### src/rtl/glj_pkg.sv
// Shared types and constants of the greedy line justifier.
package glj_pkg;

	// Width of the line width register and of every line length or gap.
	localparam int LEN_W = 7;

	// Reset value and upper limit of the line width register.
	localparam logic [LEN_W-1:0] WIDTH_RESET = 7'd80;
	localparam logic [LEN_W-1:0] WIDTH_MAX = 7'd120;

	// Depth of the command queue between front and back.
	localparam int FIFO_DEPTH = 4;

	// Commands that the front hands to the back.
	typedef enum logic [1:0] {
		OP_STORE,
		OP_FLUSH,
		OP_FINAL,
		OP_LONG
	} cmd_op_t;

	// Control part of one command; the word and the count travel beside it.
	typedef struct packed {
		cmd_op_t op;
		logic last;
		logic eot;
		logic [LEN_W-1:0] len;
	} cmd_ctl_t;

	// States of the back end.
	typedef enum logic [1:0] {
		BK_IDLE,
		BK_DIV,
		BK_PRIME,
		BK_EMIT
	} bk_state_t;

endpackage

### src/rtl/glj_ifs.sv
// Channel interfaces of the greedy line justifier: words in, placed words out, configuration.
interface glj_in_if #(parameter int WORD_BITS = 7) ();
	logic valid;
	logic ready;
	logic [WORD_BITS-1:0] word_length;
	logic end_of_text;

	modport source (output valid, output word_length, output end_of_text, input ready);
	modport sink (input valid, input word_length, input end_of_text, output ready);
endinterface

interface glj_out_if import glj_pkg::*; #(parameter int WORD_BITS = 7) ();
	logic valid;
	logic ready;
	logic [WORD_BITS-1:0] out_word_length;
	logic [LEN_W-1:0] gap_after;
	logic line_end;
	logic final_line;
	logic too_long;
	logic last;

	modport source (output valid, output out_word_length, output gap_after, output line_end,
		output final_line, output too_long, output last, input ready);
	modport sink (input valid, input out_word_length, input gap_after, input line_end,
		input final_line, input too_long, input last, output ready);
endinterface

interface glj_cfg_if import glj_pkg::*; ();
	logic valid;
	logic ready;
	logic [LEN_W-1:0] data;

	modport source (output valid, output data, input ready);
	modport sink (input valid, input data, output ready);
endinterface

### src/rtl/glj_fifo.sv
// Small command queue between the front and the back of the line justifier.
module glj_fifo #(
	parameter int DATA_W = 8,
	parameter int DEPTH = 4
) (
	input logic clk,
	input logic arst_n,
	input logic push,
	input logic [DATA_W-1:0] din,
	output logic full,
	input logic pop,
	output logic [DATA_W-1:0] dout,
	output logic empty
);
	localparam int PTR_W = (DEPTH > 1) ? $clog2(DEPTH) : 1;
	localparam int CNT_W = $clog2(DEPTH + 1);

	logic [DATA_W-1:0] slot_q [DEPTH];
	logic [PTR_W-1:0] wr_ptr_q;
	logic [PTR_W-1:0] rd_ptr_q;
	logic [CNT_W-1:0] fill_q;
	logic do_push;
	logic do_pop;

	assign full = (fill_q == CNT_W'(DEPTH));
	assign empty = (fill_q == '0);
	assign do_push = push && !full;
	assign do_pop = pop && !empty;
	assign dout = slot_q[rd_ptr_q];

	always_ff @(posedge clk) begin
		if (do_push) begin
			slot_q[wr_ptr_q] <= din;
		end
	end

	always_ff @(posedge clk or negedge arst_n) begin
		if (!arst_n) begin
			wr_ptr_q <= '0;
			rd_ptr_q <= '0;
			fill_q <= '0;
		end else begin
			if (do_push) begin
				wr_ptr_q <= (wr_ptr_q == PTR_W'(DEPTH - 1)) ? '0 : wr_ptr_q + 1'b1;
			end
			if (do_pop) begin
				rd_ptr_q <= (rd_ptr_q == PTR_W'(DEPTH - 1)) ? '0 : rd_ptr_q + 1'b1;
			end
			if (do_push && !do_pop) begin
				fill_q <= fill_q + 1'b1;
			end else if (do_pop && !do_push) begin
				fill_q <= fill_q - 1'b1;
			end
		end
	end

endmodule

### src/rtl/glj_front.sv
// Front end: takes words, tracks the open line and issues commands to the back end.
module glj_front import glj_pkg::*; #(
	parameter int MAX_WORDS = 64,
	parameter int WORD_BITS = 7
) (
	input logic clk,
	input logic arst_n,
	input logic [LEN_W-1:0] line_width,
	glj_in_if.sink words,
	input logic cmd_full,
	output logic cmd_push,
	output cmd_ctl_t cmd_ctl,
	output logic [WORD_BITS-1:0] cmd_word,
	output logic [$clog2(MAX_WORDS+1)-1:0] cmd_cnt
);
	localparam int CNT_W = $clog2(MAX_WORDS + 1);
	localparam int SUM_W = ((WORD_BITS > LEN_W) ? WORD_BITS : LEN_W) + 2;

	logic [CNT_W-1:0] cnt_q;
	logic [LEN_W-1:0] len_q;
	logic pend_j_q, pend_a_q, pend_f_q;
	logic last_j_q, last_a_q, last_f_q;
	logic long_q, eot_q;
	logic [WORD_BITS-1:0] word_q;

	logic busy, accept;
	logic w_zero, over, no_fit, buf_full, any;
	logic c_j, c_f;
	logic [SUM_W-1:0] w_ext, wid_ext, fit_sum, new_len;

	assign busy = pend_j_q || pend_a_q || pend_f_q;
	assign words.ready = !busy;
	assign accept = words.valid && !busy;

	// Classify the arriving word against the open line.
	always_comb begin
		w_ext = SUM_W'(words.word_length);
		wid_ext = SUM_W'(line_width);
		fit_sum = SUM_W'(len_q) + SUM_W'(1) + w_ext;
		w_zero = (words.word_length == '0);
		over = (w_ext > wid_ext);
		no_fit = (fit_sum > wid_ext);
		buf_full = (cnt_q == CNT_W'(MAX_WORDS));
		any = (cnt_q != '0);
		c_j = !w_zero && any && (over || buf_full || no_fit);
		c_f = words.end_of_text && (w_zero ? any : !over);
	end

	// The oldest pending command goes out first.
	always_comb begin
		cmd_push = busy && !cmd_full;
		cmd_word = word_q;
		cmd_cnt = cnt_q;
		cmd_ctl.len = len_q;
		cmd_ctl.eot = eot_q;
		if (pend_j_q) begin
			cmd_ctl.op = OP_FLUSH;
			cmd_ctl.last = last_j_q;
		end else if (pend_a_q) begin
			cmd_ctl.op = long_q ? OP_LONG : OP_STORE;
			cmd_ctl.last = last_a_q;
		end else begin
			cmd_ctl.op = OP_FINAL;
			cmd_ctl.last = last_f_q;
		end
		new_len = SUM_W'(len_q) + SUM_W'(word_q) + SUM_W'(cnt_q != '0);
	end

	always_ff @(posedge clk) begin
		if (accept) begin
			word_q <= words.word_length;
			eot_q <= words.end_of_text;
			long_q <= over;
			last_f_q <= c_f;
			last_a_q <= over;
			last_j_q <= c_j && !c_f && !over;
		end
	end

	always_ff @(posedge clk or negedge arst_n) begin
		if (!arst_n) begin
			pend_j_q <= 1'b0;
			pend_a_q <= 1'b0;
			pend_f_q <= 1'b0;
			cnt_q <= '0;
			len_q <= '0;
		end else if (accept) begin
			pend_j_q <= c_j;
			pend_a_q <= !w_zero;
			pend_f_q <= c_f;
		end else if (cmd_push) begin
			if (pend_j_q) begin
				pend_j_q <= 1'b0;
				cnt_q <= '0;
				len_q <= '0;
			end else if (pend_a_q) begin
				pend_a_q <= 1'b0;
				if (!long_q) begin
					cnt_q <= cnt_q + 1'b1;
					len_q <= new_len[LEN_W-1:0];
				end
			end else begin
				pend_f_q <= 1'b0;
				cnt_q <= '0;
				len_q <= '0;
			end
		end
	end

endmodule

### src/rtl/glj_back.sv
// Back end: buffers words, justifies closed lines and emits one placed word per transaction.
module glj_back import glj_pkg::*; #(
	parameter int MAX_WORDS = 64,
	parameter int WORD_BITS = 7
) (
	input logic clk,
	input logic arst_n,
	input logic [LEN_W-1:0] line_width,
	input logic cmd_valid,
	input cmd_ctl_t cmd_ctl,
	input logic [WORD_BITS-1:0] cmd_word,
	input logic [$clog2(MAX_WORDS+1)-1:0] cmd_cnt,
	output logic cmd_pop,
	glj_out_if.source results
);
	localparam int CNT_W = $clog2(MAX_WORDS + 1);
	localparam int IDX_W = $clog2(MAX_WORDS);
	localparam int REM_W = CNT_W + 1;
	localparam int STEP_W = $clog2(LEN_W);

	logic [WORD_BITS-1:0] mem [MAX_WORDS];
	logic [WORD_BITS-1:0] mem_rd_q;

	bk_state_t state_q, state_d;
	logic [CNT_W-1:0] cnt_q, div_q;
	logic [IDX_W-1:0] idx_q, rd_addr;
	logic [LEN_W-1:0] each_q, dvd_q;
	logic [REM_W-1:0] rem_q, rem_sh;
	logic [STEP_W-1:0] step_q;
	logic fin_q, last_q;

	logic out_valid_q;
	logic [WORD_BITS-1:0] out_word_q;
	logic [LEN_W-1:0] out_gap_q;
	logic out_lend_q, out_fin_q, out_long_q, out_last_q;

	logic slot_free, div_ge, div_done, at_last, emit, load_long;
	logic [LEN_W-1:0] slack, gap;

	assign results.valid = out_valid_q;
	assign results.out_word_length = out_word_q;
	assign results.gap_after = out_gap_q;
	assign results.line_end = out_lend_q;
	assign results.final_line = out_fin_q;
	assign results.too_long = out_long_q;
	assign results.last = out_last_q;

	// Datapath terms for the control and register blocks.
	always_comb begin
		slot_free = !out_valid_q || results.ready;
		slack = (line_width > cmd_ctl.len) ? line_width - cmd_ctl.len : '0;
		rem_sh = {rem_q[CNT_W-1:0], dvd_q[LEN_W-1]};
		div_ge = (rem_sh >= REM_W'(div_q));
		div_done = (step_q == STEP_W'(LEN_W - 1));
		at_last = (CNT_W'(idx_q) == cnt_q - 1'b1);
		if (at_last) begin
			gap = '0;
		end else if (fin_q) begin
			gap = LEN_W'(1);
		end else begin
			gap = LEN_W'(1) + each_q + LEN_W'(REM_W'(idx_q) < rem_q);
		end
	end

	// Next state.
	always_comb begin
		state_d = state_q;
		case (state_q)
			BK_IDLE: begin
				if (cmd_valid) begin
					if (cmd_ctl.op == OP_FLUSH) begin
						state_d = (cmd_cnt > CNT_W'(1)) ? BK_DIV : BK_PRIME;
					end else if (cmd_ctl.op == OP_FINAL) begin
						state_d = BK_PRIME;
					end
				end
			end
			BK_DIV: begin
				if (div_done) begin
					state_d = BK_PRIME;
				end
			end
			BK_PRIME: begin
				state_d = BK_EMIT;
			end
			BK_EMIT: begin
				if (slot_free && at_last) begin
					state_d = BK_IDLE;
				end
			end
			default: begin
				state_d = BK_IDLE;
			end
		endcase
	end

	// Control outputs.
	always_comb begin
		cmd_pop = 1'b0;
		emit = 1'b0;
		load_long = 1'b0;
		rd_addr = idx_q;
		case (state_q)
			BK_IDLE: begin
				cmd_pop = cmd_valid && (cmd_ctl.op != OP_LONG || slot_free);
				load_long = cmd_valid && cmd_ctl.op == OP_LONG && slot_free;
			end
			BK_EMIT: begin
				emit = slot_free;
				if (slot_free && !at_last) begin
					rd_addr = idx_q + 1'b1;
				end
			end
			default: begin
				cmd_pop = 1'b0;
			end
		endcase
	end

	// Word store: one write port, one registered read port.
	always_ff @(posedge clk) begin
		if (state_q == BK_IDLE && cmd_valid && cmd_ctl.op == OP_STORE) begin
			mem[cmd_cnt[IDX_W-1:0]] <= cmd_word;
		end
		mem_rd_q <= mem[rd_addr];
	end

	// Line and divider registers.
	always_ff @(posedge clk) begin
		case (state_q)
			BK_IDLE: begin
				cnt_q <= cmd_cnt;
				div_q <= cmd_cnt - 1'b1;
				dvd_q <= slack;
				fin_q <= (cmd_ctl.op == OP_FINAL);
				last_q <= cmd_ctl.last;
				each_q <= '0;
				rem_q <= '0;
				step_q <= '0;
				idx_q <= '0;
			end
			BK_DIV: begin
				rem_q <= div_ge ? rem_sh - REM_W'(div_q) : rem_sh;
				each_q <= {each_q[LEN_W-2:0], div_ge};
				dvd_q <= {dvd_q[LEN_W-2:0], 1'b0};
				step_q <= step_q + 1'b1;
			end
			BK_EMIT: begin
				if (emit && !at_last) begin
					idx_q <= idx_q + 1'b1;
				end
			end
			default: begin
				idx_q <= '0;
			end
		endcase
	end

	// Output register.
	always_ff @(posedge clk) begin
		if (load_long) begin
			out_word_q <= cmd_word;
			out_gap_q <= '0;
			out_lend_q <= 1'b1;
			out_fin_q <= cmd_ctl.eot;
			out_long_q <= 1'b1;
			out_last_q <= cmd_ctl.last;
		end else if (emit) begin
			out_word_q <= mem_rd_q;
			out_gap_q <= gap;
			out_lend_q <= at_last;
			out_fin_q <= fin_q;
			out_long_q <= 1'b0;
			out_last_q <= last_q && at_last;
		end
	end

	always_ff @(posedge clk or negedge arst_n) begin
		if (!arst_n) begin
			state_q <= BK_IDLE;
			out_valid_q <= 1'b0;
		end else begin
			state_q <= state_d;
			if (load_long || emit) begin
				out_valid_q <= 1'b1;
			end else if (results.ready) begin
				out_valid_q <= 1'b0;
			end
		end
	end

endmodule

### src/rtl/greedy_line_justifier_unit.sv
// Top level of the greedy line justifier: configuration register, front, command queue, back.
//
// The block takes word lengths one transaction at a time and packs them greedily into lines of
// at most line_width characters, with one space between neighbors. When a word does not fit,
// the open line is closed: every word of it comes out as one transaction on the results
// channel, in order, with the spaces to print after it; the slack is spread evenly and the
// leftmost gaps take one extra space. A word with end_of_text closes its line as the last line,
// with single spaces. A word wider than line_width is emitted alone with too_long set. The last
// transaction that an input word causes carries last. A word that only joins the open line, or
// an overlong word with nothing buffered, is accepted and its command then goes into a four-entry
// queue. A word that also closes the open line passes a flush command before its own, and one
// that closes a line and ends the text as its last line passes a final command after it. No new
// word is taken until the commands of the last one are queued; a full queue holds them until
// the back frees an entry. The front keeps taking words while the back drains earlier lines.
// The back pops a stored word into the word store and an overlong word into the output
// register. A justified line of two or more words runs through the bit-serial divider that
// splits the slack, a first read of the word store and the output, one word per cycle while the
// output register is free. A final line or a one-word line skips the divider. Configuration is
// accepted in any cycle; values above 120 are stored as 120, and the reset value is 80.
module greedy_line_justifier_unit import glj_pkg::*; #(
	parameter int MAX_WORDS = 64,
	parameter int WORD_BITS = 7
) (
	input logic clk,
	input logic arst_n,
	glj_cfg_if.sink cfg,
	glj_in_if.sink words,
	glj_out_if.source results
);
	localparam int CNT_W = $clog2(MAX_WORDS + 1);
	localparam int CMD_W = $bits(cmd_ctl_t) + WORD_BITS + CNT_W;

	// Line width register; the write port never stalls.
	logic [LEN_W-1:0] line_width_q;

	assign cfg.ready = 1'b1;

	always_ff @(posedge clk or negedge arst_n) begin
		if (!arst_n) begin
			line_width_q <= WIDTH_RESET;
		end else if (cfg.valid) begin
			line_width_q <= (cfg.data > WIDTH_MAX) ? WIDTH_MAX : cfg.data;
		end
	end

	// Commands from the front, queued for the back.
	logic f_push, q_full, q_empty, b_pop;
	cmd_ctl_t f_ctl, b_ctl;
	logic [WORD_BITS-1:0] f_word, b_word;
	logic [CNT_W-1:0] f_cnt, b_cnt;
	logic [CMD_W-1:0] q_dout;

	glj_front #(
		.MAX_WORDS(MAX_WORDS),
		.WORD_BITS(WORD_BITS)
	) u_front (
		.clk(clk),
		.arst_n(arst_n),
		.line_width(line_width_q),
		.words(words),
		.cmd_full(q_full),
		.cmd_push(f_push),
		.cmd_ctl(f_ctl),
		.cmd_word(f_word),
		.cmd_cnt(f_cnt)
	);

	glj_fifo #(
		.DATA_W(CMD_W),
		.DEPTH(FIFO_DEPTH)
	) u_fifo (
		.clk(clk),
		.arst_n(arst_n),
		.push(f_push),
		.din({f_ctl, f_word, f_cnt}),
		.full(q_full),
		.pop(b_pop),
		.dout(q_dout),
		.empty(q_empty)
	);

	assign {b_ctl, b_word, b_cnt} = q_dout;

	glj_back #(
		.MAX_WORDS(MAX_WORDS),
		.WORD_BITS(WORD_BITS)
	) u_back (
		.clk(clk),
		.arst_n(arst_n),
		.line_width(line_width_q),
		.cmd_valid(!q_empty),
		.cmd_ctl(b_ctl),
		.cmd_word(b_word),
		.cmd_cnt(b_cnt),
		.cmd_pop(b_pop),
		.results(results)
	);

endmodule
### src/flat_wrapper.sv
// flat-port wrapper written by rule: the top's interface ports become plain ports
module greedy_line_justifier_unit_flat import glj_pkg::*;
#(
	parameter int MAX_WORDS = 64,
	parameter int WORD_BITS = 7
)
  (clk, arst_n, cfg_valid, cfg_data, cfg_ready, words_valid, words_word_length, words_end_of_text, words_ready, results_valid, results_out_word_length, results_gap_after, results_line_end, results_final_line, results_too_long, results_last, results_ready);
  glj_cfg_if cfg_i ();
  glj_in_if #(.WORD_BITS(WORD_BITS)) words_i ();
  glj_out_if #(.WORD_BITS(WORD_BITS)) results_i ();
  input logic clk;
  input logic arst_n;
  input wire logic [$bits(cfg_i.valid)-1:0] cfg_valid;
  input wire logic [$bits(cfg_i.data)-1:0] cfg_data;
  output wire logic [$bits(cfg_i.ready)-1:0] cfg_ready;
  input wire logic [$bits(words_i.valid)-1:0] words_valid;
  input wire logic [$bits(words_i.word_length)-1:0] words_word_length;
  input wire logic [$bits(words_i.end_of_text)-1:0] words_end_of_text;
  output wire logic [$bits(words_i.ready)-1:0] words_ready;
  output wire logic [$bits(results_i.valid)-1:0] results_valid;
  output wire logic [$bits(results_i.out_word_length)-1:0] results_out_word_length;
  output wire logic [$bits(results_i.gap_after)-1:0] results_gap_after;
  output wire logic [$bits(results_i.line_end)-1:0] results_line_end;
  output wire logic [$bits(results_i.final_line)-1:0] results_final_line;
  output wire logic [$bits(results_i.too_long)-1:0] results_too_long;
  output wire logic [$bits(results_i.last)-1:0] results_last;
  input wire logic [$bits(results_i.ready)-1:0] results_ready;
  assign cfg_i.valid = cfg_valid;
  assign cfg_i.data = cfg_data;
  assign cfg_ready = cfg_i.ready;
  assign words_i.valid = words_valid;
  assign words_i.word_length = words_word_length;
  assign words_i.end_of_text = words_end_of_text;
  assign words_ready = words_i.ready;
  assign results_valid = results_i.valid;
  assign results_out_word_length = results_i.out_word_length;
  assign results_gap_after = results_i.gap_after;
  assign results_line_end = results_i.line_end;
  assign results_final_line = results_i.final_line;
  assign results_too_long = results_i.too_long;
  assign results_last = results_i.last;
  assign results_i.ready = results_ready;
  greedy_line_justifier_unit #(.MAX_WORDS(MAX_WORDS), .WORD_BITS(WORD_BITS)) u_core (.clk(clk), .arst_n(arst_n), .cfg(cfg_i), .words(words_i), .results(results_i));
endmodule
### config.mk
export PLATFORM = sky130hd
export DESIGN_NAME = greedy_line_justifier_unit_flat
export DESIGN_NICKNAME = d
export VERILOG_FILES = /design/src/rtl/glj_pkg.sv /design/src/rtl/glj_ifs.sv /design/src/rtl/glj_fifo.sv /design/src/rtl/glj_front.sv /design/src/rtl/glj_back.sv /design/src/rtl/greedy_line_justifier_unit.sv /design/src/flat_wrapper.sv
export SDC_FILE = /design/constraint.sdc
export NUM_CORES = 1
export LEC_CHECK = 0
export ABC_CLOCK_PERIOD_IN_PS = 4400
export BUFFER_PORTS_ARGS = -buffer_cell sky130_fd_sc_hd__buf_2
export CAP_MARGIN = 20
export CORE_ASPECT_RATIO = 0.5
export CORE_MARGIN = 2
export CORE_UTILIZATION = 28
export CTS_CLUSTER_DIAMETER = 50
export DETAILED_ROUTE_END_ITERATION = 10
export PLACE_DENSITY = 0.4
export SLEW_MARGIN = 20
export SYNTH_ARGS = -nofsm -noshare
export SYNTH_HDL_FRONTEND = slang
export SYNTH_HIERARCHICAL = 1
export SYNTH_SLANG_ARGS = --single-unit
### constraint.sdc
create_clock -name clk -period 4.4 [get_ports clk]
set_clock_uncertainty 0.1 [all_clocks]
set_input_delay 0.22 -clock clk [delete_from_list [all_inputs] [get_ports clk]]
set_output_delay 0.22 -clock clk [all_outputs]
set_load 0.005 [all_outputs]
Word-level counts from Yosys, hierarchy flattened
Memories as Yosys holds them, arrays and structs flattened. A register that Yosys moved wholly into a read port is not among the register bits. Index checks and enable logic that the tools add are counted. Widths: inputs -> output; s select.

Add/sub/neg operators: 17. $mul: 0. Divide/modulo/power cells: 0. Order comparisons: 7. Equal/unequal tests: 21. Shift operators: 0. Mux-type cells: 58. Bitwise logic cells: 2. Reductions and logical operators: 52.

Operator list (count): $mux 7 (12); $pmux 7 s2 (2); $mux 1 (23); $logic_and 1x1->1 (20); $mux 2 (9); $mux 6 (3); $pmux 8 s2 (1); $add 7x1->7 (2); $gt 7x7->1 (2); $sub 7x1->7 const B (2); $eq 2x2->1 const B (6); $mux 3 (4); $pmux 6 s2 (1); $logic_not 1->1 (10); $ne 2x2->1 const B (5); $reduce_bool 2->1 (5); $add 8x7->9 (1); $gt 9x7->1 (1); $add 7x1->8 const B (1); $ge 8x7->1 (1); $lt 6x8->1 (1); $mux 8 (1); $pmux 2 s4 (1); $sub 8x7->8 (1); 26 further kinds (42).

Register bits: 110. Bits in latches: 0. Memory bits (writable): 548. ROM bits: 0. Bits of input ports: 20. Output and inout port bits: 21. Logic and storage cells: 190. Memories kept: 2.

Memory list: u_core.u_back.mem (words 64, width 7, rd ports 1, clocked after memory_dff 1, write ports 1, RTL line glj_back.sv:21) `logic [WORD_BITS-1:0] mem [MAX_WORDS];`; u_core.u_fifo.slot_q (words 4, width 25, rd ports 1, clocked after memory_dff 0, write ports 1, RTL line glj_fifo.sv:18) `logic [DATA_W-1:0] slot_q [DEPTH];`.

Depth between registers and ports, before layout
Gate-level depths: netlist (run 1).

Depth in word-level cells: 9. Depth in mapped cells: 17. Depth with buffers taken out: 17.

Cells and area by module
The synthesis (run 1) kept the hierarchy.

By module, submodules not included: glj_back (times used 1, cells an instance 1682, area an instance 23337.4 um^2, sequential area each 15529.9 um^2); glj_fifo (times used 1, cells an instance 168, area an instance 4075.2 um^2, sequential area each 3178.0 um^2); glj_front (times used 1, cells an instance 224, area an instance 2123.3 um^2, sequential area each 755.7 um^2); greedy_line_justifier_unit (times used 1, cells an instance 25, area an instance 314.1 um^2, sequential area each 177.7 um^2).

Least setup slack after synthesis (run 1)
OpenSTA, ideal clock, no wires.

Path kind: reg-to-reg. Start point: register u_core.u_back.cnt_q[0]. End point: register u_core.u_back.mem_rd_q[4], read port of u_core.u_back.mem. Setup time: 0.147 ns. Arrival time: 3.320 ns. Setup slack: 0.833 ns. Cell stages (with the launch flop): 15. Cells stage by stage: edfxtp_1 -> inv_1 -> ha_1 -> nor2b_1 -> or3_1 -> a311oi_4 -> o22a_1 -> mux2_2 -> buf_2 -> buf_4 -> nor2_2 -> a32oi_1 -> and3_1 -> o31ai_1 -> o2111ai_1.

Cells in the longest elaborated chain, start to end: 6.

RTL lines: from (decl) (RTL line glj_back.sv:25) `logic [CNT_W-1:0] cnt_q, div_q;`; from (signal assigned) (RTL line glj_back.sv:132) `cnt_q <= cmd_cnt;`; $sub 7x1->7 (RTL line glj_back.sv:55) `at_last = (CNT_W'(idx_q) == cnt_q - 1'b1);`; $eq 6x7->1 (RTL line glj_back.sv:55); $logic_not 1->1 (RTL line glj_back.sv:110) `if (slot_free && !at_last) begin`; $logic_and 1x1->1 (RTL line glj_back.sv:110); $mux 6 (RTL line glj_back.sv:110); $mux 6 (RTL line glj_back.sv:103) `case (state_q)`; to (decl) (RTL line glj_back.sv:22) `logic [WORD_BITS-1:0] mem_rd_q;`.

No other way between the ends. A chain may end at the register's enable or synchronous reset.

Worst setup path after layout (run 1)
Start point: register u_core.u_back.cnt_q[1]. End point: register u_core.u_back.mem_rd_q[2], read port of u_core.u_back.mem.

Same word-level chain as after synthesis.

==> results.cfg, run 1 <==
[run_status]
status = completed

[routing]
routed-wl-met3_mm = 4.41
vias = 18967
route.detailed.drc = 0
top_layer = met4
wl_met1_mm = 44.3
viasPerCell = 4.98
dr.pass1.iters = 5
antenna_left = 0
wl_per_cell_um = 24.0
wl_mm = 91.5
first_iter_violations = 1581
wl_met2_mm = 41.2

[worst_setup_path]
path_cells = inv_1 -> ha_1 -> nor2b_1 -> or3_1 -> a311oi_4 -> buf_4 -> o22ai_4 -> buf_12 -> xnor2_4 -> buf_12 -> buf_16 -> mux2i_1 -> o22ai_1 -> o21ai_0 -> nand2_1 -> or3_1
critPathMaxStageDelay_ns = 0.41
crit_type = reg2reg
crit_fanout = 22
required_ns = 4.83
worstPathArrival_ns = 4.64
r2r-end = u_core/u_back/mem_rd_q[2]
r2r-start = u_core/u_back/cnt_q[1]
r2r_cells = 16
startpoint_type = flip-flop
critPathCaptureType = flip-flop
cp_slowest_cell = edfxtp_1
r2r_slack_ns = 0.19

[timing]
finalHoldViolCount = 0
worst_slack_ns = 0.192
worst_pin_slew_ns = 1.05
period_minus_slack_ns = 4.21
period_share_pct = 95.6
max_slew_margin_pct = 29.9
final_max_slew_viol_count = 0
timing.fmax_mhz = 238
finalSetupViolations = 0
fin_hold_ws_ns = 0.131

[placement]
place_worst_setup_slack_ns = 0.00551
dp_hpwl_mm = 60.9
port_buffers = 39
gp_congestion = 0.829
dp.cells = 3640

[floorplanning]
dieArea_um2 = 109000
chipHeight_um = 235
pin_count = 41
core_um2 = 105000
start_util_pct = 28.3
num_rows = 84
die_w_um = 466

[clock_network]
htreeDepth = 3
cts_buffer_depth = 3
cts_root_buf = clkbuf_16
cts_buffers = 75
cts_tree = built
cts.sinks = 665
clk_pin_slew_ns = 0.06
insertion_delay_ns = 0.65

[logic_synthesis]
synth_area_um2 = 29800
syn_avg_cell_area_um2 = 14.2
yosys_warnings = 6
yosysUniqueCellTypes = 94
synth_edf_count = 615
synth_nets = 2194
yosysSeqAreaShare_pct = 65.8
ys.flop_type = edfxtp_1
synthArstFlopShare_pct = 5.11
synth-seq-cells = 665
syn-instance-count = 2099

[finish]
fillers = 10315
final_nets = 2426
instances_no_fill = 3810
syn_to_final_growth_pct = 19.5
layout-drive-gt1-share_pct = 19.7
antenna_cells = 0

[hold_path]
hold_class = in2async

[grt]
grt_pass1_wl_mm = 133
gr-usage-all-layers_pct = 16.5
globalRoute.totalOverflow = 0
antenna_found_initial = 0
grt_max_degree = 89
grt_pass1_vias = 18889

[power]
leakage_nw = 12.4
ir_drop_v = 0.000379
pwr_density_cell_nw_per_um2 = 822

[flow_run]
max-cap-violations = 0
==> cells in the mapped netlist, drive strengths merged (4+ instances only) <==
| library cell | instances | area (um2) |
|---|---|---|
| a22o | 9 | 78.8 |
| and3 | 4 | 25.0 |
| dfxtp | 16 | 320 |
| nor3 | 75 | 380 |
| o21bai | 5 | 37.5 |
| inv | 71 | 267 |
| nor3b | 9 | 83.8 |
| mux2i | 75 | 751 |
| nand3 | 48 | 240 |
| nand2b | 16 | 108 |
| ha | 69 | 863 |
| o32ai | 4 | 35.0 |
| dfrtp | 32 | 801 |
| a21o | 13 | 97.6 |
| edfxtp | 615 | 18500 |
| or2 | 4 | 25.0 |
| nor2b | 31 | 201 |
| a211oi | 6 | 45.0 |
| o221ai | 12 | 105 |
| a2111oi | 10 | 93.8 |
| xor2 | 20 | 175 |
| a21oi | 37 | 185 |
| xnor2 | 25 | 253 |
| o211ai | 9 | 72.6 |
| nand4 | 37 | 231 |
| o31ai | 12 | 95.1 |
| or4 | 4 | 30.0 |
| a31oi | 14 | 87.6 |
| buf | 63 | 415 |
| fa | 6 | 120 |
| clkbuf | 44 | 165 |
| nand2 | 169 | 634 |
| a32oi | 4 | 35.0 |
| o21ai | 78 | 390 |
| mux2 | 21 | 263 |
| and2 | 26 | 163 |
| a311oi | 10 | 105 |
| o2111ai | 10 | 87.6 |
| or3 | 15 | 98.8 |
| o22ai | 77 | 502 |
| nor2 | 165 | 627 |
| o21a | 9 | 67.6 |
| mux4 | 68 | 1550 |
| nor4 | 14 | 100 |
==> per-layer routing <==
layer | vias to the layer above | global-route usage, %
li1 | 8595 | -
met1 | 9802 | 24.1
met2 | 468 | 25.5
met3 | 102 | 2.99
met4 | 0 | 3.28
met5 | - | 0
==> through the flow <==
stage | TNS, ns | power, mW | utilization [%] | area [um2]
detailed placement | 0 | 22.9 | 31.1 | 32800
CTS | 0 | 29.5 | 33.7 | 35600
floorplan | 0 | 17.5 | - | 29800
global route | -0.00538 | 30.9 | 33.8 | 35700
finish | 0 | 29.3 | 33.8 | 35700
global placement | 0 | 22.9 | 31.1 | 32800
==> sequential cells by signal, indices dropped and copies added, names as in the netlist, 3 cells and up <==
register / count
u_core/u_back/mem: 448
u_core/u_fifo/slot_q: 100
u_core/u_back/rem_q: 8
u_core/line_width_q: 7
u_core/u_back/cnt_q: 7
u_core/u_back/div_q: 7
u_core/u_back/dvd_q: 7
u_core/u_back/each_q: 7
u_core/u_back/mem_rd_q: 7
u_core/u_back/results.gap_after: 7
u_core/u_back/results.out_word_length: 7
u_core/u_front/cmd_cnt: 7
u_core/u_front/cmd_word: 7
u_core/u_front/len_q: 7
u_core/u_back/idx_q: 6
u_core/u_back/step_q: 3
u_core/u_fifo/fill_q: 3
==> layout make-up <==
| cell class | instances | area [um2] | area share [%] |
|---|---|---|---|
| Sequential cell | 665 | 19600 | 55.1 |
| Multi-Input combinational cell | 1256 | 9450 | 26.5 |
| Timing Repair Buffer | 262 | 2060 | 5.76 |
| Clock buffer | 95 | 2020 | 5.68 |
| Tap cell | 1419 | 1780 | 4.98 |
| Clock inverter | 42 | 447 | 1.25 |
| Inverter | 71 | 267 | 0.747 |
==> repair_timing <==
item	4_1_cts	5_1_grt
setup buffers	0	4
hold buffers	28	0
setup endpoints to repair	1	6
pin swaps	0	1
hold endpoints to repair	53	0
gates resized for setup	1	8
gates cloned	0	1
==> worst max-delay path, delay by kind of cell (launching register included) <==
family                   cells  cell delay [ns]
AND/OR/NAND/NOR              4             1.01
AO/OA/AOI/OAI                4             0.79
multiplexers                 1             0.37
flip-flops                   1             0.41
buffers and inverters        5             0.87
XOR/XNOR                     1             0.24
adder cells (fa/ha/maj)      1             0.24
==> cells in the final DEF, fill, tap and decap left out, drive strengths merged, types with 24 or more instances in the layout <==
| cell | Yosys | final |
|---|---|---|
| edfxtp | 615 | 615 |
| clkbuf | 44 | 96 |
| nand2 | 169 | 169 |
| xnor2 | 25 | 25 |
| nand3 | 48 | 48 |
| nor2 | 165 | 165 |
| clkinv | 0 | 24 |
| mux2i | 75 | 75 |
| o22ai | 77 | 77 |
| dlygate4sd3 | 0 | 28 |
| ha | 69 | 69 |
| and2 | 26 | 26 |
| inv | 71 | 77 |
| mux4 | 68 | 68 |
| a21oi | 37 | 37 |
| nor2b | 31 | 31 |
| o21ai | 78 | 78 |
| nand4 | 37 | 37 |
| dfrtp | 32 | 32 |
| nor3 | 75 | 75 |
| buf | 63 | 233 |
==> cells by family after synthesis <==
family	Yosys count	synth area share (%)
adders and majority gates	75	3.29
other	1	0.0126
buffers and inverters	178	2.84
muxes	164	8.60
xor gates and xnor gates	45	1.43
and+or+nand+nor	631	10.3
AOI/OAI and AO/OA	340	7.73
DFF	665	65.8
==> worst max-delay path by stage <==
stage | cells past startpoint | end | startpoint | slack (ns)
after floorplan | 14 | u_core/u_back/mem_rd_q[4] | u_core/u_back/cnt_q[0] | 0.83
after global placement | 13 | u_core/u_back/mem_rd_q[4] | u_core/u_back/cnt_q[1] | 0.04
after detailed placement | 14 | u_core/u_back/mem_rd_q[4] | u_core/u_back/cnt_q[1] | 0.006
after CTS | 14 | u_core/u_back/mem_rd_q[3] | u_core/u_back/cnt_q[1] | 0.13
after global routing | 16 | u_core/u_back/mem_rd_q[6] | u_core/u_back/cnt_q[1] | -0.005
final | 16 | u_core/u_back/mem_rd_q[2] | u_core/u_back/cnt_q[1] | 0.19
==> report_power, final <==
part	total (mW)	leakage (nW)	switching, mW	internal, mW
combinational	13.5	5.08	8.66	4.81
sequential	9.44	6.17	0.503	8.94
clock	6.40	1.20	2.70	3.70
No activity file was read; power rests on OpenSTA's default activity.
==> inputs of run 2 (changes only) <==
ABC_AREA = 1   (was not set)
==> run 2 against run 1 <==
  * First-iteration DRC count decreased by 8.6%
  * Sequential share of layout area fell by 1.0 points
  * Sequential power decreased by 26%
  * Clock-buffer cell count fell by 6
  * Non-clock buffer count is 88 lower
  * Global-route usage shrank 0.56 points
  * Power is 45% lower
  * Combinational power is 80% lower
  * Register-to-register slack better by 0.22 ns
  * Routed wire length decreased by 0.79%
  * Fmax is 5.6% higher
  * Largest cell class unchanged
  * Largest power group is now sequential cells
  * Highest routed layer unchanged
==> results.cfg, run 2 <==
[clock_network]
cts_root_buf = clkbuf_16
cts_resized = 0
cts_buffer_depth = 3
clk_pin_slew_ns = 0.06
insertion_delay_ns = 0.65
cts_tree = built
cts_buffers = 75
cts.sinks = 665
htreeDepth = 3

[timing]
period_minus_slack_ns = 3.98
max_slew_margin_pct = 30.2
timing.fmax_mhz = 251
fin_hold_ws_ns = 0.157
worst_slack_ns = 0.415
final_max_slew_viol_count = 0
finalHoldViolCount = 0
finalSetupViolations = 0
fin_setup_tns_ns = 0
worst_pin_slew_ns = 1.05
period_share_pct = 90.6
grt_setup_unrepaired = false

[finish]
syn_to_final_growth_pct = 16.4
final_common_cell = nand2_1
final_nets = 3326
fillers = 11369
largest_reg_flops = 448
finish.instance_area_um2 = 36400
layout-drive-gt1-share_pct = 9.78
seqCellArea_um2 = 19600
instances_no_fill = 4789
multi_input_area_um2 = 8500
layout_common_cells = nand2_1 (729), inv_1 (621), edfxtp_1 (615)
post-route-util_pct = 32.9

[logic_synthesis]
synth_adder_area_share_pct = 3.15
synth_nets = 3198
syn_avg_cell_area_um2 = 10.1
yosysSeqAreaShare_pct = 62.9
yosys_warnings = 6
synth_compound_area_share_pct = 3.41
synthArstFlopShare_pct = 5.11
ys.flop_type = edfxtp_1
synth-seq-cells = 665
synth_commonest_cells = nand2_1 (737), inv_1 (622), edfxtp_1 (615)
synth_area_um2 = 31200
yosysTopAreaCellShare_pct = 59.1
ys_top_cells_by_area = edfxtp_1 (59%), nand2_1 (8.9%), nand3_1 (8.2%)
yosysUniqueCellTypes = 50
syn-instance-count = 3103
synth_top_area_cell = edfxtp_1
synthMostInstantiatedCell = nand2_1
synth_xor_area_share_pct = 0.869
synth_top_family_by_area = simple AND/OR/NAND/NOR gates
synth_mux_area_share_pct = 0
synth_edf_count = 615
synthSimpleGateAreaFrac_pct = 19.5

[routing]
antenna_left = 0
viasPerCell = 4.44
wl_mm = 90.7
route.detailed.drc = 0
wl_per_cell_um = 18.9
dr.pass1.iters = 5
vias = 21242
first_iter_violations = 1445

[floorplanning]
dieArea_um2 = 114000
start_util_pct = 28.3
chipHeight_um = 240
num_rows = 86
die_w_um = 476
core_um2 = 110000
pin_count = 41

[hold_path]
hold_class = in2async

[worst_setup_path]
crit_fanout = 72
required_ns = 4.84
path_cells = inv_1 -> ha_1 -> nand2_1 -> nor2_2 -> nand2_1 -> nand2_1 -> nand2_1 -> nor2_1 -> nand2_1 -> nand2_2 -> nand2_1 -> nand2_8 -> buf_12 -> nand2_1 -> nand3_1 -> nand3_1 -> nand3_1 -> nand3_1 -> nand3_1 -> nand2_1
worstPathArrival_ns = 4.43
crit_top_cell = nand2_1
critPathMaxStageDelay_ns = 0.40
crit_type = reg2reg
startpoint_type = flip-flop
critPathCaptureType = flip-flop
cp_slowest_cell = edfxtp_1

[power]
leakage_nw = 15.3
pwr_density_cell_nw_per_um2 = 444
ir_drop_v = 0.000282
finalPower_mw = 16.1

[grt]
globalRoute.totalOverflow = 0
grt_max_degree = 73
gr-usage-all-layers_pct = 15.9
grt_pass1_vias = 21138
grt_pass1_wl_mm = 136
antenna_found_initial = 1

[placement]
gp_congestion = 0.790
dp_hpwl_mm = 58.6
place_worst_setup_slack_ns = 0.481
post_dp_cell_area_um2 = 33600
dp.cells = 4618
port_buffers = 39

[flow_run]
max-cap-violations = 0

[run_status]
status = completed
-- run 2: changes by cell type after synthesis, moves of 32 or more --
cell,delta
mux2i_1,-75
clkbuf_1,-33
o22ai_1,-73
mux4_2,-62
nor3_1,-59
inv_1,+551
nand2_1,+568
o211ai_1,+32
nor2_1,-39
nand3_1,+464
-- run 2: cells by family after synthesis --
logic type | Yosys count
DFF | 665
adders and majority gates | 75
and+or+nand+nor | 1414
other | 1
AOI/OAI and AO/OA | 161
buffers and inverters | 756
xor gates and xnor gates | 31
-- run 2: critical path, delay by kind of cell, from the launching register on --
family / cells / cell delay (ns)
buffers and inverters: 2 / 0.49
AND/OR/NAND/NOR: 17 / 2.59
adder cells (fa/ha/maj): 1 / 0.23
flip-flops: 1 / 0.40
-- run 2: cell type report --
class                           count  share of cell area, %
Antenna cell                        1                0.00688
Clock buffer                       89                   5.56
Clock inverter                     49                   1.27
Inverter                          633                   6.56
Multi-Input combinational cell   1682                   23.4
Sequential cell                   665                   54.0
Tap cell                         1496                   5.15
Timing Repair Buffer              174                   4.06
-- run 2: metal layers --
layer	global-route usage, %	vias up	wire [um]	part of all wire [%]
li1	-	10393	-	-
met1	22.0	10346	43500	48
met2	25.9	391	41700	46
met3	2.81	112	3680	4.1
met4	4.09	0	1890	2.1
met5	0	-	0	0
-- run 2: power by group --
part | internal [mW] | leakage (nW) | switching, mW
Combinational | 0.825 | 8.06 | 1.85
Clock | 3.68 | 1.22 | 2.75
Sequential | 6.92 | 6.02 | 0.117
Total | 11.4 | 15.3 | 4.72
-- run 2: timing repair --
action | CTS | global route
hold endpoints to repair | 53 | 0
buffers inserted | 0 | 0
hold buffers | 32 | 0
-- run 2: final timing paths --
kind                                                          from                            endpoint  cells past startpoint  slack, ns
worst min-delay path                                        arst_n         u_core/u_back/results.valid                      2       0.16
worst max-delay path                        u_core/u_back/cnt_q[0]           u_core/u_back/mem_rd_q[6]                     20       0.42
min in group clk                              words_word_length[0]          u_core/u_front/cmd_word[0]                      2       0.20
max in group asynchronous                                   arst_n           u_core/u_fifo/rd_ptr_q[0]                      2       3.34
worst min register to register  u_core/u_back/results.gap_after[3]  u_core/u_back/results.gap_after[3]                      2       0.36
worst max register to register              u_core/u_back/cnt_q[0]           u_core/u_back/mem_rd_q[6]                     20       0.42
==> inputs of run 3 (changes only) <==
RECOVER_POWER = 50   (was not set)
==> run 3 against run 2 <==
  * Fmax up 0.31%
  * Largest cell class unchanged
  * Via count rose by 0.24%
  * Final cell count did not move
  * Flip-flop and latch count stayed put
  * The run now ends with capacitance limit, slew limit left
  * Critical path type unchanged
==> results.cfg, run 3 (synthesis results as in run 2) <==
[worst_setup_path]
worstPathArrival_ns = 4.42
crit_type = reg2reg
crit_fanout = 72
startpoint_type = flip-flop
required_ns = 4.84
critPathCaptureType = flip-flop

[timing]
finalHoldViolCount = 0
fin_setup_tns_ns = 0
final_max_slew_viol_count = 228
max_slew_margin_pct = -51.8
worst_slack_ns = 0.428
timing.fmax_mhz = 252
finalSetupViolations = 0
worst_pin_slew_ns = 2.28
period_share_pct = 90.3
grt_setup_unrepaired = false
period_minus_slack_ns = 3.97

[placement]
dp_hpwl_mm = 58.6
dp.cells = 4618
place_worst_setup_slack_ns = 0.481
gp_congestion = 0.790
post_dp_cell_area_um2 = 33600
port_buffers = 39

[floorplanning]
chipHeight_um = 240
start_util_pct = 28.3
dieArea_um2 = 114000
core_um2 = 110000
die_w_um = 476
pin_count = 41
num_rows = 86

[power]
p_sw_mw = 4.72
combinationalPowerShare_pct = 16.6
pwr-share-clk_pct = 39.8
swShare_pct = 29.3
p_int_mw = 11.4
sequentialPowerShare_pct = 43.6
finalPower_mw = 16.1
leakage_nw = 15.1
pwr_density_cell_nw_per_um2 = 446
ir_drop_v = 0.000282

[finish]
syn_to_final_growth_pct = 15.8
layout_common_cells = nand2_1 (737), inv_1 (623), edfxtp_1 (615)
largest_reg_flops = 448
instances_no_fill = 4789
final_common_cell = nand2_1
finish.instance_area_um2 = 36200
final_nets = 3326
fillers = 11416
layout-drive-gt1-share_pct = 8.05

[clock_network]
cts_root_buf = clkbuf_16
cts_buffer_depth = 3
htreeDepth = 3
cts_tree = built
insertion_delay_ns = 0.65
cts_buffers = 75
cts_setup_buffers = 0
clk_pin_slew_ns = 0.06
cts.sinks = 665

[grt]
grt_pass1_wl_mm = 136
globalRoute.totalOverflow = 0
grt_pass1_vias = 21138
gr-usage-all-layers_pct = 15.9
grt_max_degree = 73
antenna_found_initial = 1

[flow_run]
max-cap-violations = 8

[routing]
antenna_left = 0
route.detailed.drc = 0
dr.pass1.iters = 6
wl_per_cell_um = 19.0
wl_mm = 90.9
vias = 21293
first_iter_violations = 1499
viasPerCell = 4.45

[run_status]
failed_checks = capacitance limit, slew limit
status = complete, but fails checks

[hold_path]
hold_class = in2reg
run 3: cell types whose count changed in the layout (fill, tap and decap cells not counted), sizes merged:
cell / delta
inv: -3
clkbuf: +44
clkinvlp: +2
clkinv: +1
buf: -44
run 3: per-layer routing:
metal | up-vias | share of wire [%] | GRT usage, %
met5 | - | 0 | 0
met4 | 0 | 2.1 | 4.09
met3 | 113 | 4.4 | 2.81
met2 | 416 | 46 | 25.9
met1 | 10370 | 48 | 22.0
li1 | 10394 | - | -
run 3: metrics by stage:
stage	hold slack, ns	utilization, %
after floorplan	-0.176	-
after global placement	0.312	30.4
after detailed placement	0.319	30.4
after CTS	0.143	32.9
after global routing	0.206	32.8
final	0.220	32.8
run 3: worst paths after layout:
path / startpoint / endpoint / slack, ns / depth (start not counted)
setup reg to reg: u_core/u_back/cnt_q[0] / u_core/u_back/mem_rd_q[6] / 0.43 / 20
hold / removal: words_word_length[0] / u_core/u_front/cmd_word[0] / 0.22 / 2
setup / recovery: u_core/u_back/cnt_q[0] / u_core/u_back/mem_rd_q[6] / 0.43 / 20
hold reg to reg: u_core/u_back/results.gap_after[3] / u_core/u_back/results.gap_after[3] / 0.37 / 2
max in group asynchronous: arst_n / u_core/u_fifo/rd_ptr_q[0] / 1.89 / 2
min in group asynchronous: arst_n / u_core/u_back/results.valid / 0.69 / 2
run 3: cell type report:
class | instances | area, um2 | area share (%)
sequential | 665 | 19600 | 54.3
inverter | 633 | 2380 | 6.58
tap | 1496 | 1870 | 5.17
clock inverter | 49 | 460 | 1.27
multi-input combinational | 1682 | 8440 | 23.3
timing repair buffer | 174 | 1350 | 3.73
antenna | 1 | 2.50 | 0.00692
clock buffer | 89 | 2020 | 5.59
run 3: timing repair:
action	4_1_cts	5_1_grt
resized for setup	0	0
setup endpoints to repair	0	0
hold endpoints to repair	53	0
hold buffers	32	0
run 3: critical path, stage by stage, from the launching register on:
cell and delay, ns:
edfxtp_1 0.40, inv_1 0.14, ha_1 0.23, nand2_1 0.10
nor2_2 0.13, nand2_1 0.06, nand2_1 0.06, nand2_1 0.05
nor2_1 0.11, nand2_1 0.15, nand2_2 0.25, nand2_1 0.21
nand2_8 0.36, buf_12 0.36, nand2_1 0.09, nand3_1 0.10
nand3_1 0.11, nand3_1 0.19, nand3_1 0.26, nand3_1 0.28
nand2_1 0.08
run 3: power groups by stage:
stage                     clock network, mW  registers, mW  logic, mW
after floorplan                           0           7.09       1.64
after global placement                    0           7.17       2.68
after detailed placement                  0           7.17       2.66
after CTS                              6.62           7.03       2.70
after global routing                   6.86           7.04       2.93
final                                  6.42           7.04       2.67
